[config.mk]
export PLATFORM = sky130hd
export DESIGN_NAME = dual_sync_packet_deframer_top
export DESIGN_NICKNAME = d
export VERILOG_FILES = /design/src/rtl/core/dsd_pkg.sv /design/src/rtl/core/dual_sync_packet_deframer_top.sv /design/src/rtl/core/dsd_framer.sv
export SDC_FILE = /design/constraint.sdc
export NUM_CORES = 1
export LEC_CHECK = 0
export ABC_CLOCK_PERIOD_IN_PS = 3850
export BUFFER_PORTS_ARGS = -buffer_cell sky130_fd_sc_hd__buf_2
export CAP_MARGIN = 0
export CORE_MARGIN = 2
export CORE_UTILIZATION = 50
export CTS_BUF_LIST = sky130_fd_sc_hd__clkbuf_8 sky130_fd_sc_hd__clkbuf_16
export DETAILED_ROUTE_END_ITERATION = 8
export PLACE_DENSITY = 0.74
export SYNTH_ARGS = -nofsm -noshare
export SYNTH_HDL_FRONTEND = slang
export SYNTH_HIERARCHICAL = 1
export SYNTH_SLANG_ARGS = --single-unit
[constraint.sdc]
create_clock -name clk -period 3.85 [get_ports clk]
set_input_delay 0.77 -clock clk [delete_from_list [all_inputs] [get_ports clk]]
set_output_delay 0.77 -clock clk [all_outputs]
set_load 0.02 [all_outputs]
[src/rtl/core/dsd_pkg.sv]
package dsd_pkg;

  localparam logic [7:0] SYNC_GYRO = 8'hFE;
  localparam logic [7:0] SYNC_DATA = 8'hFF;

  localparam logic KIND_GYRO = 1'b0;
  localparam logic KIND_DATA = 1'b1;

  typedef struct packed {
    logic        kind;
    logic [4:0]  index;
    logic [15:0] value;
    logic        last;
  } dsd_word_t;

endpackage

[src/rtl/core/dual_sync_packet_deframer_top.sv]
// Bytes are held in the input register; completed words in the output register.
// Throughput: one byte per cycle; the input register and the output register
// advance together, so bytes stream without gaps while out_stall is low.
// Reset: synchronous active-low rst_n empties both registers and returns the
// header search to hunting.
module dual_sync_packet_deframer_top #(
  parameter int DATA_PACKET_BYTES = 40,
  parameter int GYRO_PACKET_BYTES = 4
) (
  input  logic               clk,
  input  logic               rst_n,
  input  logic               in_valid,
  output logic               in_stall,
  input  logic [7:0]         in_rx_byte,
  output logic               out_valid,
  input  logic               out_stall,
  output logic               out_packet_kind,
  output logic [4:0]         out_word_index,
  output logic signed [15:0] out_word_value,
  output logic               out_last_word
);

  localparam logic [4:0] GYRO_LAST_INDEX = 5'((GYRO_PACKET_BYTES - 1) / 2);
  localparam logic [4:0] DATA_LAST_INDEX = 5'((DATA_PACKET_BYTES - 1) / 2);

  logic               byte_v_r;
  logic [7:0]         byte_r;
  logic               out_v_r;
  dsd_pkg::dsd_word_t out_r;
  logic               out_free;
  logic               go;
  logic               emit;
  dsd_pkg::dsd_word_t word;

  assign out_free = !out_v_r || !out_stall;
  assign go       = byte_v_r && out_free;
  assign in_stall = byte_v_r && !out_free;

  dsd_framer #(
    .DATA_PACKET_BYTES(DATA_PACKET_BYTES),
    .GYRO_PACKET_BYTES(GYRO_PACKET_BYTES)
  ) u_framer (
    .clk    (clk),
    .rst_n  (rst_n),
    .go     (go),
    .rx_byte(byte_r),
    .emit   (emit),
    .word   (word)
  );

  always_ff @(posedge clk) begin
    if (!rst_n) begin
      byte_v_r <= 1'b0;
      out_v_r  <= 1'b0;
    end else begin
      if (in_valid && !in_stall) begin
        byte_v_r <= 1'b1;
      end else if (go) begin
        byte_v_r <= 1'b0;
      end
      if (go) begin
        out_v_r <= emit;
      end else if (!out_stall) begin
        out_v_r <= 1'b0;
      end
    end
    if (in_valid && !in_stall) begin
      byte_r <= in_rx_byte;
    end
    if (go && emit) begin
      out_r <= word;
    end
  end

  assign out_valid       = out_v_r;
  assign out_packet_kind = out_r.kind;
  assign out_word_index  = out_r.index;
  assign out_word_value  = $signed(out_r.value);
  assign out_last_word   = out_r.last;

  a_stall_needs_byte: assert property (@(posedge clk) disable iff (!rst_n)
    in_stall |-> byte_v_r)
    else $error("input stalled with empty input register");

  a_last_index: assert property (@(posedge clk) disable iff (!rst_n)
    (out_valid && out_last_word) |->
      (out_word_index == (out_packet_kind ? DATA_LAST_INDEX : GYRO_LAST_INDEX)))
    else $error("last word at wrong index");

  a_data_header: assert property (@(posedge clk) disable iff (!rst_n)
    (out_valid && out_packet_kind && out_word_index == 5'd0) |->
      (out_word_value == 16'shFFFF))
    else $error("data header word mismatch");

endmodule

[src/rtl/core/dsd_framer.sv]
module dsd_framer #(
  parameter int DATA_PACKET_BYTES = 40,
  parameter int GYRO_PACKET_BYTES = 4
) (
  input  logic               clk,
  input  logic               rst_n,
  input  logic               go,
  input  logic [7:0]         rx_byte,
  output logic               emit,
  output dsd_pkg::dsd_word_t word
);

  localparam logic [5:0] DATA_SIZE = 6'(DATA_PACKET_BYTES);
  localparam logic [5:0] GYRO_SIZE = 6'(GYRO_PACKET_BYTES);
  localparam logic DATA_HDR_LAST = (DATA_PACKET_BYTES <= 2);
  localparam logic GYRO_HDR_LAST = (GYRO_PACKET_BYTES <= 2);

  typedef enum logic [2:0] {
    ST_HUNT    = 3'd0,
    ST_SEEN_FE = 3'd1,
    ST_GYRO    = 3'd2,
    ST_SEEN_FF = 3'd3,
    ST_DATA    = 3'd4
  } state_t;

  state_t     state_r, state_nxt;
  logic [5:0] count_r, count_nxt;
  logic [7:0] held_r, held_nxt;

  logic       kind;
  logic [5:0] size;
  logic       hdr_last;
  logic [5:0] cnt;
  logic       last;

  always_comb begin
    state_nxt = state_r;
    count_nxt = count_r;
    held_nxt  = held_r;
    emit      = 1'b0;
    word      = '0;
    kind      = (state_r == ST_SEEN_FF) || (state_r == ST_DATA);
    size      = kind ? DATA_SIZE : GYRO_SIZE;
    hdr_last  = kind ? DATA_HDR_LAST : GYRO_HDR_LAST;
    cnt       = count_r + 6'd1;
    last      = (cnt >= size);
    word.kind = kind;
    case (state_r)
      ST_SEEN_FE, ST_SEEN_FF: begin
        if (rx_byte == (kind ? dsd_pkg::SYNC_DATA : dsd_pkg::SYNC_GYRO)) begin
          emit       = 1'b1;
          word.index = 5'd0;
          word.value = {held_r, rx_byte};
          word.last  = hdr_last;
          if (hdr_last) begin
            state_nxt = ST_HUNT;
            count_nxt = 6'd0;
          end else begin
            state_nxt = kind ? ST_DATA : ST_GYRO;
            count_nxt = 6'd2;
          end
        end else begin
          state_nxt = ST_HUNT;
          count_nxt = 6'd0;
        end
      end
      ST_GYRO, ST_DATA: begin
        if (last) begin
          state_nxt = ST_HUNT;
          count_nxt = 6'd0;
        end else begin
          count_nxt = cnt;
        end
        if (!cnt[0]) begin
          emit       = 1'b1;
          word.index = cnt[5:1] - 5'd1;
          word.value = {held_r, rx_byte};
          word.last  = last;
        end else begin
          held_nxt = rx_byte;
          if (last) begin
            emit       = 1'b1;
            word.index = cnt[5:1];
            word.value = {rx_byte, 8'h00};
            word.last  = 1'b1;
          end
        end
      end
      default: begin
        if (rx_byte == dsd_pkg::SYNC_GYRO) begin
          state_nxt = ST_SEEN_FE;
          count_nxt = 6'd1;
          held_nxt  = rx_byte;
        end else if (rx_byte == dsd_pkg::SYNC_DATA) begin
          state_nxt = ST_SEEN_FF;
          count_nxt = 6'd1;
          held_nxt  = rx_byte;
        end else begin
          state_nxt = ST_HUNT;
          count_nxt = 6'd0;
        end
      end
    endcase
  end

  always_ff @(posedge clk) begin
    if (!rst_n) begin
      state_r <= ST_HUNT;
      count_r <= 6'd0;
    end else if (go) begin
      state_r <= state_nxt;
      count_r <= count_nxt;
    end
    if (go) begin
      held_r <= held_nxt;
    end
  end

endmodule
# Word-level counts from Yosys, hierarchy flattened
# Index checks and enable logic that the tools add are counted.
[classes] n_addsub=2 multipliers=0 div_mod_pow=0 magnitude_cmp=1 eq_ne=10 shift=0 n_mux=29 n_bitwise=1 n_reduce_logical=16
[ops] cell="$mux W22" count=2
[ops] cell="$pmux W22 S2" count=1
[ops] cell="$mux W8" count=3
[ops] cell="$mux W6" count=3
[ops] cell="$mux W17" count=1
[ops] cell="$eq A8 B8 Y1 const B" count=2
[ops] cell="$pmux W8 S2" count=1
[ops] cell="$mux W3" count=4
[ops] cell="$pmux W6 S2" count=1
[ops] cell="$mux W1" count=9
[ops] cell="$eq A8 B8 Y1" count=1
[ops] cell="$add A6 B1 Y6 const B" count=1
[ops] cell="$eq A3 B2 Y1 const B" count=2
[ops] cell="$ge A6 B6 Y1" count=1
[ops] cell="$ne A2 B1 Y1 const B" count=3
[ops] cell="$pmux W3 S2" count=1
[ops] cell="$sub A5 B1 Y5 const B" count=1
[ops] cell="$logic_and A1 B1 Y1" count=4
[ops] cell="$logic_not A1 Y1" count=4
[ops] cell="$mux W2" count=2
[ops] cell="$reduce_and A4 Y1" count=1
[ops] cell="$reduce_or A2 Y1" count=2
[ops] cell="$eq A3 B1 Y1 const B" count=1
[ops] cell="$eq A3 B3 Y1 const B" count=1
[ops] cell="6 further kinds" count=7
[totals] reg_bits=50 latch_bits=0 mem_bits_rw=0 mem_bits_ro=0 inputBits=12 output_inout_bits=25 wordCells=69 memories=0

# Logic depth before layout (Yosys ltp)
# Gate-level depths: netlist of the first run.
[logic_depth] ltp_word=8 ltp_mapped=12 depth_no_buf=10

# Hierarchy
# Netlist of the first run, hierarchy kept.
[by_module_without_submodules] mod="dsd_framer" instances=1 cells_per_inst=140 area_per_inst_um2=1372.6 seq_area_each_um2=420.4
[by_module_without_submodules] mod="dual_sync_packet_deframer_top" instances=1 cells_per_inst=41 area_per_inst_um2=1022.2 seq_area_each_um2=970.9

# Worst setup path before layout of the first run
# No wires, ideal clock.
[synth_path] path_type="register to register" startpoint="register u_framer.count_r[0]" endpoint="register out_r (netlist bit out_last_word) (enable)" setup_ns=0.411 arrival_time_ns=3.174 required_time_ns=3.439 setup_slack_ns=0.265 path_stages_with_launch=13 path_buffers=2 synth_period_minus_slack_ns=3.585 cell_sequence="dfxtp_1 > buf_4 > nand3_1 > xor2_1 > inv_1 > ha_1 > a21oi_2 > a41oi_4 > or2_4 > buf_6 > a21o_1 > nand2_1 > a21oi_1"
[synth_via] elab_chain_cells=6
[synth_lines] element="start: declaration" line="dsd_framer.sv:27" rtl="logic [5:0] count_r, count_nxt;"
[synth_lines] element="start signal: assignment" line="dsd_framer.sv:112" rtl="count_r <= count_nxt;"
[synth_lines] element="$add A6 B1 Y6 *" line="dsd_framer.sv:45" rtl="cnt = count_r + 6'd1;"
[synth_lines] element="$ge A6 B6 Y1" line="dsd_framer.sv:46" rtl="last = (cnt >= size);"
[synth_lines] element="$mux W1" line="dsd_framer.sv:81" rtl="if (last) begin"
[synth_lines] element="$mux W1 *" line="dsd_framer.sv:74" rtl="if (!cnt[0]) begin"
[synth_lines] element="$pmux W1 S2 *" line="dsd_framer.sv:48" rtl="case (state_r)"
[synth_lines] element="via emit" line="dual_sync_packet_deframer_top.sv:32" rtl="logic emit;"
[synth_lines] element="$logic_and A1 B1 Y1 *" line="dual_sync_packet_deframer_top.sv:70" rtl="if (go && emit) begin"
[synth_lines] element="end signal: assignment" line="dual_sync_packet_deframer_top.sv:71" rtl="out_r <= word;"
[synth_lines] element="end: declaration" line="dual_sync_packet_deframer_top.sv:29" rtl="dsd_pkg::dsd_word_t out_r;"
# Mark *: on every way through the listed nets, which the timed path passes. The rest lies on a longest branch.
# A chain may end at the register's enable or synchronous reset.

# Final worst setup path of the first run
[layout_path] startpoint="register u_framer.count_r[1]" endpoint="register out_r (netlist bit out_word_value[0]) (enable)"
[layout_via] elab_chain_cells=6
[layout_lines] element="$add A6 B1 Y6" line="dsd_framer.sv:45"
[layout_lines] element="$ge A6 B6 Y1" line="dsd_framer.sv:46"
[layout_lines] element="$mux W1" line="dsd_framer.sv:81"
[layout_lines] element="$mux W1" line="dsd_framer.sv:74"
[layout_lines] element="$pmux W1 S2" line="dsd_framer.sv:48"
[layout_lines] element="via emit" line="dual_sync_packet_deframer_top.sv:32"
[layout_lines] element="$logic_and A1 B1 Y1" line="dual_sync_packet_deframer_top.sv:70"
# The timed path passes the listed nets, and every way through them passes these cells.

==> results of run 1 <==
[layout by cell type, fill, tap and decap left out, types with 2 or more instances in the layout]
cell type | netlist | routed
nand3_1 | 2 | 2
o311ai_1 | 2 | 2
and2_1 | 7 | 7
a32o_1 | 12 | 12
o211ai_1 | 2 | 2
nand2_1 | 8 | 8
a21oi_2 | 2 | 3
nand2b_1 | 2 | 2
nor3_1 | 3 | 3
nand3_2 | 2 | 2
nor2_1 | 10 | 10
xor2_1 | 2 | 2
edfxtp_1 | 39 | 39
a31o_2 | 7 | 7
dfxtp_1 | 11 | 11
buf_2 | 2 | 36
a211oi_1 | 2 | 2
nand4_1 | 2 | 2
ha_1 | 5 | 5
o211a_1 | 2 | 2
clkbuf_8 | 0 | 5
a32oi_1 | 2 | 2
nor2b_1 | 5 | 5
a21o_1 | 2 | 2
o21ai_0 | 3 | 3
inv_1 | 4 | 4
or3_1 | 3 | 3
xnor2_1 | 5 | 5
buf_4 | 4 | 3
a21boi_0 | 2 | 2
[worst max-delay path, stage by stage (launching register included)]
cell and delay (ns):
dfxtp_1 0.36, ha_1 0.25, xnor2_1 0.32, ha_1 0.30
a21bo_2 0.22, a21oi_2 0.26, a41oi_4 0.21, or2_4 0.35
a21o_1 0.20, nand2_1 0.08, a21oi_2 0.03, buf_4 0.22
[kinds of logic after synthesis]
group	after synthesis
AOI/OAI and AO/OA	50
xor gates and xnor gates	8
adders and majority gates	5
buffers and inverters	15
DFF	50
muxes	1
and+or+nand+nor	52
[routing by layer]
metal	GRT usage	share of wire
met3	0.0373	0.045
met2	0.276	0.49
met5	0	0
met4	0.0494	0.0036
met1	0.253	0.46
[synthesized netlist by cell type (3+ instances only)]
library cell  number
or3_1              3
buf_4              4
inv_1              4
o21ai_0            3
nor2_1            10
clkbuf_1           3
edfxtp_1          39
a31o_2             7
and2_1             7
dfxtp_1           11
nand2_1            8
nor3_1             3
ha_1               5
xnor2_1            5
a32o_1            12
nor2b_1            5
[area by class of cell]
type,count,area share
clock buffer,5,0.0254
clock inverter,2,0.0143
inverter,4,0.00554
multi-input combinational,116,0.342
sequential,50,0.513
tap,54,0.0249
timing repair buffer,39,0.0748
[power by group]
part           internal, mW  switching, mW  leakage (nW)
Clock                 0.191          0.161        0.0542
Sequential            0.583        0.00687         0.407
Combinational        0.0114         0.0167         0.477
[sequential cells by signal, summed over array words and instances, names as in the netlist]
name / flops
byte_v_r: 1
out_word_value: 16
out_word_index: 5
u_framer/state_r: 3
byte_r: 8
out_packet_kind: 1
u_framer/count_r: 6
out_last_word: 1
u_framer/held_r: 8
out_valid: 1
[worst min path at each step]
| stage | cells after the start | slack, ns | to |
|---|---|---|---|
| 2_1_floorplan | 0 | 0.47 | u_framer/held_r[1] |
| 3_3_place_gp | 0 | 0.49 | u_framer/held_r[1] |
| 3_5_place_dp | 0 | 0.49 | u_framer/held_r[1] |
| 4_1_cts | 0 | 0.53 | u_framer/held_r[1] |
| 5_1_grt | 0 | 0.55 | u_framer/held_r[1] |
| 6_report | 1 | 0.53 | u_framer/count_r[5] |
==> impl_metrics.ini, run 1 <==
[outcome]
status = complete, no violations

[clock_network]
clk_pin_slew_ns = 0.08
cts_buffer_depth = 2
cts_hold_buf = 0
numClockSinks = 50
root_buffer = clkbuf_8
cts_tree = built
insertion_delay_ns = 0.30
cts_resized = 0
htreeDepth = 2
postCtsSetupRepairBufs = 0
numCtsBuffers = 5

[logic_synthesis]
synthSimpleGateAreaFrac = 0.130
synth_compound_area_frac = 0.193
ys_ff_latch = 50
syn_avg_cell_area_um2 = 13.2
seq_area_frac_synth = 0.581
synth_area_leader_cell = edfxtp_1
post_synth_xor_area_fraction = 0.0324
synth_mux_area_frac = 0.00418
synth_edf_count = 39
postSynthCellCount = 181
synth_warnings = 6
yosysUniqueCellTypes = 53
synth_fa_ha_area_frac = 0.0261
synth_area_leaders = edfxtp_1 49%, dfxtp_1 9.2%, a32o_1 5.0%
syn_nets = 198
synth.top_cell.area_share = 0.489
synthArstFlopShare = 0
ys.flop_type = edfxtp_1
synth_top_family_by_area = compound AO/OA/AOI/OAI gates
netlist_area_mm2 = 0.00239

[grt]
grt_pass1_vias = 1425
antenna_found_initial = 0
grt_max_degree = 24
grt_pass1_wl_um = 7020
gr-usage-all-layers = 0.178
grt_overflow = 0

[placement]
gp_congestion = 0.827
dp_slack_ns = 0.782
dp.cells = 263
io_buffers = 36
dpl.hpwl_um = 3170
postPlaceCellArea_mm2 = 0.00260

[critical_path]
r2r_start = u_framer/count_r[1]
crit_fanout = 23
cp-startpoint = u_framer/count_r[1]
critPathArrivalTime_ns = 3.12
critPathCapture = out_word_value[0]
r2r_cells = 11
criticalPathCategory = register to register
reg2reg_setup_slack_ns = 0.77
startpoint_type = register
critPathCaptureType = register
regToRegEndpoint = out_word_value[0]
cp.required_ns = 3.88

[layout]
fin_area_mm2 = 0.00271
antenna_cells = 0
drive_above_1_share = 0.329
fin_nets = 233
seq_area_mm2 = 0.00139
final_cells = 270
fillers = 363
multiInputGateArea_um2 = 926
syn_to_final_growth_pct = 13.2
fin_util = 0.581

[sta]
timing.fmax_ghz = 0.324
fin_crit_sh = 0.801
setup_tns_ns = 0
worst_slew_pin_slew_ns = 0.612
rsz0062_at_grt = no
relSlewSlack = 0.588
finalMaxSlewViolations = 0
setup_viol = 0
fin_crit_ns = 3.08
fin_hold_ws_ns = 0.527
hold_viol = 0
clock_skew_ns = 0.00677
worst_slack_ns = 0.766

[floorplan]
dieWidth_um = 73.2
boundaryPins = 37
start_util = 0.514
dieArea_mm2 = 0.00536
die_y_um = 73.2
design.core.area_mm2 = 0.00466
core.rowCount = 25

[route]
viasPerCell = 5.90
detail_route.first_pass.iterations = 4
totalWireLength_um = 4390
vias = 1594
route.detailed.drc = 0
drt_iter0_markers = 109
ant_nets = 0
wire_per_inst_um = 16.3

[pwr]
power.density_mw_per_mm2 = 358
ir_worst_vdd_v = 0.000204
p_leak_nw = 0.938
p_total_uw = 970

[min_path]
holdCritStartpoint = u_framer/count_r[5]
worstHoldPathType = register to register

[flow_run]
maxCapViolCount = 0
Power figures use the tool's default switching activity.
==> inputs of run 2 (changes only) <==
--- a/config.mk
+++ b/config.mk
@@ -5,7 +5,8 @@
 export SDC_FILE = /design/constraint.sdc
 export NUM_CORES = 1
 export LEC_CHECK = 0
-export ABC_CLOCK_PERIOD_IN_PS = 3850
+export ABC_AREA = 1
+export ABC_CLOCK_PERIOD_IN_PS = 2700
 export BUFFER_PORTS_ARGS = -buffer_cell sky130_fd_sc_hd__buf_2
 export CAP_MARGIN = 0
 export CORE_MARGIN = 2
==> constraint.sdc (replaced) <==
create_clock -name clk -period 2.7 [get_ports clk]
set_input_delay 0.54 -clock clk [delete_from_list [all_inputs] [get_ports clk]]
set_output_delay 0.54 -clock clk [all_outputs]
set_load 0.02 [all_outputs]
==> impl_metrics.ini, run 2 <==
[grt]
grt_max_degree = 24
gr-usage-all-layers = 0.173
grt_overflow = 0
grt_pass1_vias = 1549
antenna_found_initial = 0
grt_pass1_wl_um = 7010

[layout]
final_common_cell = nand2_1
largest_reg_flops = 16
drive_above_1_share = 0.236
antenna_cells = 0
most-common-layout-cells = 54 x nand2_1, 39 x edfxtp_1, 38 x inv_1
syn_to_final_growth_pct = 14.6
fin_nets = 317

[sta]
fin_crit_ns = 2.47
finalMaxSlewViolations = 0
fin_hold_ws_ns = 0.407
setup_tns_ns = 0
clock_skew_ns = 0.00802
fin_crit_sh = 0.916
setup_viol = 0
hold_viol = 0
relSlewSlack = 0.743
rsz0062_at_grt = no
worst_slew_pin_slew_ns = 0.384
timing.fmax_ghz = 0.404
worst_slack_ns = 0.228

[route]
totalWireLength_um = 4270
viasPerCell = 5.08
vias = 1805
route.detailed.drc = 0
ant_nets = 0
wire_per_inst_um = 12.0
detail_route.first_pass.iterations = 4
drt_iter0_markers = 109

[logic_synthesis]
seq_area_frac_synth = 0.579
synth_edf_count = 39
ys_ff_latch = 50
syn_avg_cell_area_um2 = 9.35
synth_area_leader_cell = edfxtp_1
ys_top_cells_by_count = 54 x nand2_1, 39 x edfxtp_1, 38 x inv_1, 25 x nor2_1, 13 x a21oi_1
postSynthCellCount = 257
netlist_area_mm2 = 0.00240
synth_warnings = 6
synth.top_cell.area_share = 0.488
syn_nets = 274
ys.flop_type = edfxtp_1
synth_area_leaders = edfxtp_1 49%, dfxtp_1 9.2%, nand2_1 8.4%
synthArstFlopShare = 0
yosysUniqueCellTypes = 31
yosysMostFrequentCell = nand2_1

[clock_network]
cts_hold_buf = 0
insertion_delay_ns = 0.30
postCtsSetupRepairBufs = 0
cts_buffer_depth = 2
cts_resized = 0
cts_tree = built
clk_pin_slew_ns = 0.09
numClockSinks = 50
root_buffer = clkbuf_8
htreeDepth = 2
numCtsBuffers = 5

[critical_path]
critPathArrivalTime_ns = 2.46
slowest_stage = dfxtp_1
startpoint_type = register
critPathTopFamily = simple AND/OR/NAND/NOR gates
cp.required_ns = 2.68
worst-path-buf-inv = 4
crit_fanout = 23
cpMostUsedCell = nand2_1
crit_chain = nand2_1, inv_1, nand2_1, nand2_1, inv_1, ha_1, nand2_1, nand2_1, nor2_2, nand2_2, nand2_4, o21ai_0, inv_1, nor2_2, buf_4
critPathCaptureType = register
slowest_delay_ns = 0.39
criticalPathCategory = register to register

[floorplan]
die_y_um = 73.3
dieArea_mm2 = 0.00538
design.core.area_mm2 = 0.00469
start_util = 0.512
core.rowCount = 25
dieWidth_um = 73.3
boundaryPins = 37

[placement]
dp_slack_ns = 0.261
gp_congestion = 0.878
io_buffers = 36
dpl.hpwl_um = 3220

[flow_run]
maxCapViolCount = 0

[outcome]
status = complete, no violations

[min_path]
worstHoldPathType = primary input to register

[pwr]
p_leak_nw = 1.28
ir_worst_vdd_v = 0.000321
p_total_mw = 1.43
power.density_mw_per_mm2 = 519
run 2: cell count changes after synthesis, sizes merged, moves of 4 or more:
cell   previous run  this run
nand2             8        63
a21oi             4        13
or3               4         0
nand3             4        13
and2              7         0
o21ai             4        22
o22ai             0         4
a31o              8         0
xnor2             5         1
nor2b             5         0
nor2             10        28
inv               4        43
buf               8         2
a32o             12         0
run 2: worst paths after layout:
check	to	depth (start not counted)	startpoint	slack, ns
max	out_word_index[3]	15	u_framer/count_r[1]	0.23
min	byte_r[4]	1	in_rx_byte[4]	0.41
max reg2reg	out_word_index[3]	15	u_framer/count_r[1]	0.23
min reg2reg	u_framer/held_r[7]	0	byte_r[7]	0.46
run 2: through the flow:
step	util	cell area (um^2)	cells
floorplan	-	2410	257
global placement	0.568	2660	347
detailed placement	0.568	2660	347
CTS	0.587	2750	355
global route	0.587	2750	355
finish	0.587	2750	355
run 2: area by class of cell:
cell class	instances	area, um^2
Clock buffer	5	68.8
Clock inverter	3	20.0
Fill cell	416	1940
Inverter	43	161
Multi-Input combinational cell	160	833
Sequential cell	50	1390
Tap cell	54	67.6
Timing Repair Buffer	40	210
run 2: layer usage:
layer | vias up | track usage | share of wire
li1 | 936 | - | -
met1 | 809 | 0.239 | 0.49
met2 | 55 | 0.266 | 0.44
met3 | 5 | 0.0343 | 0.052
met4 | 0 | 0.0727 | 0.015
met5 | - | 0 | 0
run 2: power breakdown:
group	total, mW	internal (mW)	switching (mW)
clock network	0.427	0.182	0.245
logic	0.143	0.0465	0.0965
registers	0.859	0.845	0.0137
total	1.43	1.07	0.355
run 2: cell families after synthesis:
logic type / count (synthesis) / synth area share
and+or+nand+nor: 110 / 0.211
DFF: 50 / 0.579
buffers and inverters: 47 / 0.0755
AOI/OAI and AO/OA: 44 / 0.104
adders and majority gates: 5 / 0.0260
xor gates and xnor gates: 1 / 0.00365
==> inputs of run 3 (changes only) <==
--- a/config.mk
+++ b/config.mk
@@ -5,7 +5,6 @@
 export SDC_FILE = /design/constraint.sdc
 export NUM_CORES = 1
 export LEC_CHECK = 0
-export ABC_AREA = 1
 export ABC_CLOCK_PERIOD_IN_PS = 2700
 export BUFFER_PORTS_ARGS = -buffer_cell sky130_fd_sc_hd__buf_2
 export CAP_MARGIN = 0
==> impl_metrics.ini, run 3 (same netlist as run 1, synthesis figures left out) <==
[critical_path]
criticalPathCategory = register to register
r2r_start = u_framer/state_r[2]
startpoint_type = register
critPathCaptureType = register
cp.required_ns = 2.73
slowest_delay_ns = 0.40
cp-startpoint = u_framer/state_r[2]
worst-path-buf-inv = 0
slowest_stage = dfxtp_2
crit_fanout = 12
cpMostUsedCell = a21oi_4
crit_chain = nor3b_4, nor2_1, ha_1, a21bo_2, a21oi_4, a41oi_4, or2_4, a21o_1, nand2_2, a21oi_4
critPathArrivalTime_ns = 2.52
critPathTopFamily = compound AO/OA/AOI/OAI gates

[pwr]
ir_worst_vdd_v = 0.000378
clock_power_share = 0.372
p_leak_nw = 1.02
combPwrFrac = 0.032
p_total_mw = 1.41
p_seq_frac = 0.596
total_switching_power_uw = 286
internal_power_mw = 1.13
swShare = 0.202
power.density_mw_per_mm2 = 484

[min_path]
holdCritStartpoint = in_rx_byte[0]
worstHoldPathType = primary input to register

[floorplan]
dieWidth_um = 73.2
die_y_um = 73.2
dieArea_mm2 = 0.00536
boundaryPins = 37
start_util = 0.514
design.core.area_mm2 = 0.00466
core.rowCount = 25

[route]
totalWireLength_um = 4890
ant_nets = 0
detail_route.first_pass.iterations = 4
vias = 1657
drt_iter0_markers = 109
wire_per_inst_um = 17.1
viasPerCell = 5.79
route.detailed.drc = 0

[grt]
grt_pass1_wl_um = 7670
grt_pass1_vias = 1612
grt_overflow = 0
gr-usage-all-layers = 0.192
grt_max_degree = 24
antenna_found_initial = 0

[clock_network]
insertion_delay_ns = 0.30
numCtsBuffers = 5
clk_pin_slew_ns = 0.09
numClockSinks = 50
cts_tree = built
postCtsSetupRepairBufs = 0
root_buffer = clkbuf_8
htreeDepth = 2
cts_buffer_depth = 2

[outcome]
status = complete, no violations

[placement]
dpl.hpwl_um = 3440
io_buffers = 36
dp.cells = 277
gp_congestion = 0.817
dp_slack_ns = 0.0510

[layout]
final_common_cell = edfxtp_1
fin_nets = 248
largest_reg_flops = 16
syn_to_final_growth_pct = 21.8
most-common-layout-cells = 39 x edfxtp_1, 36 x buf_2, 17 x buf_4
final_cells = 286
antenna_cells = 0
drive_above_1_share = 0.418

[sta]
relSlewSlack = 0.522
setup_viol = 0
worst_slack_ns = 0.215
clock_skew_ns = 0.00685
finalMaxSlewViolations = 0
hold_viol = 0
fin_crit_sh = 0.920
rsz0062_at_grt = no
timing.fmax_ghz = 0.402
fin_hold_ws_ns = 0.402
setup_tns_ns = 0
fin_crit_ns = 2.48
worst_slew_pin_slew_ns = 0.716

[flow_run]
maxCapViolCount = 0
==> run 3: cell types whose count changed in the layout (fill, tap and decap cells not counted), moves of 7 or more <==
cell and change:
a21oi_1 -12, inv_1 -35, nor2_1 -14, and2_1 +7, a31o_2 +7, a32o_1 +12
buf_4 +13, nand2_1 -47, o21ai_0 -9, o21ai_1 -9, nand3_1 -10
==> run 3: timing repair <==
item | 4_1_cts | 5_1_grt
hold buffers | 0 | 0
gates resized for setup | 0 | 1
setup endpoints to repair | 0 | 23
==> run 3: stage by stage <==
stage               instance area [um^2]  utilization
floorplan                           2490            -
global route                        2920        0.626
detailed placement                  2790        0.598
finish                              2920        0.626
global placement                    2790        0.598
CTS                                 2900        0.622
==> run 3: worst register-to-register path, delay by kind of cell, from the launching register on <==
kind	cells	cell delay, ns
DFF	1	0.40
adders and majority gates	1	0.29
AOI/OAI and AO/OA	5	0.79
and+or+nand+nor	4	0.72
==> run 3: final timing paths <==
check	endpoint	slack, ns	depth (start not counted)
hold reg to reg	u_framer/held_r[4]	0.52	0
hold / removal	byte_r[0]	0.40	1
setup / recovery	out_word_index[0]	0.22	10
setup reg to reg	out_word_index[0]	0.22	10
==> run 3: routing by layer <==
layer / wire, um / global-route usage / vias up
li1: - / - / 806
met1: 2260 / 0.263 / 794
met2: 2350 / 0.305 / 53
met3: 226 / 0.0414 / 4
met4: 51 / 0.0638 / 0
met5: 0 / 0 / -
==> run 3: power by group through the flow <==
stage                     logic, mW  clock network [mW]  registers [mW]
after CTS                    0.0438               0.535           0.841
after global routing         0.0488               0.560           0.842
after floorplan              0.0268                   0           0.856
after global placement       0.0424                   0           0.858
final                        0.0446               0.525           0.841
after detailed placement     0.0430                   0           0.859
==> run 3: layout make-up <==
class / instances / area (um^2)
timing repair buffer: 53 / 308
fill: 365 / 1740
tap: 54 / 67.6
clock buffer: 5 / 68.8
clock inverter: 3 / 42.5
sequential: 50 / 1400
inverter: 4 / 15.0
multi-input combinational: 117 / 1020
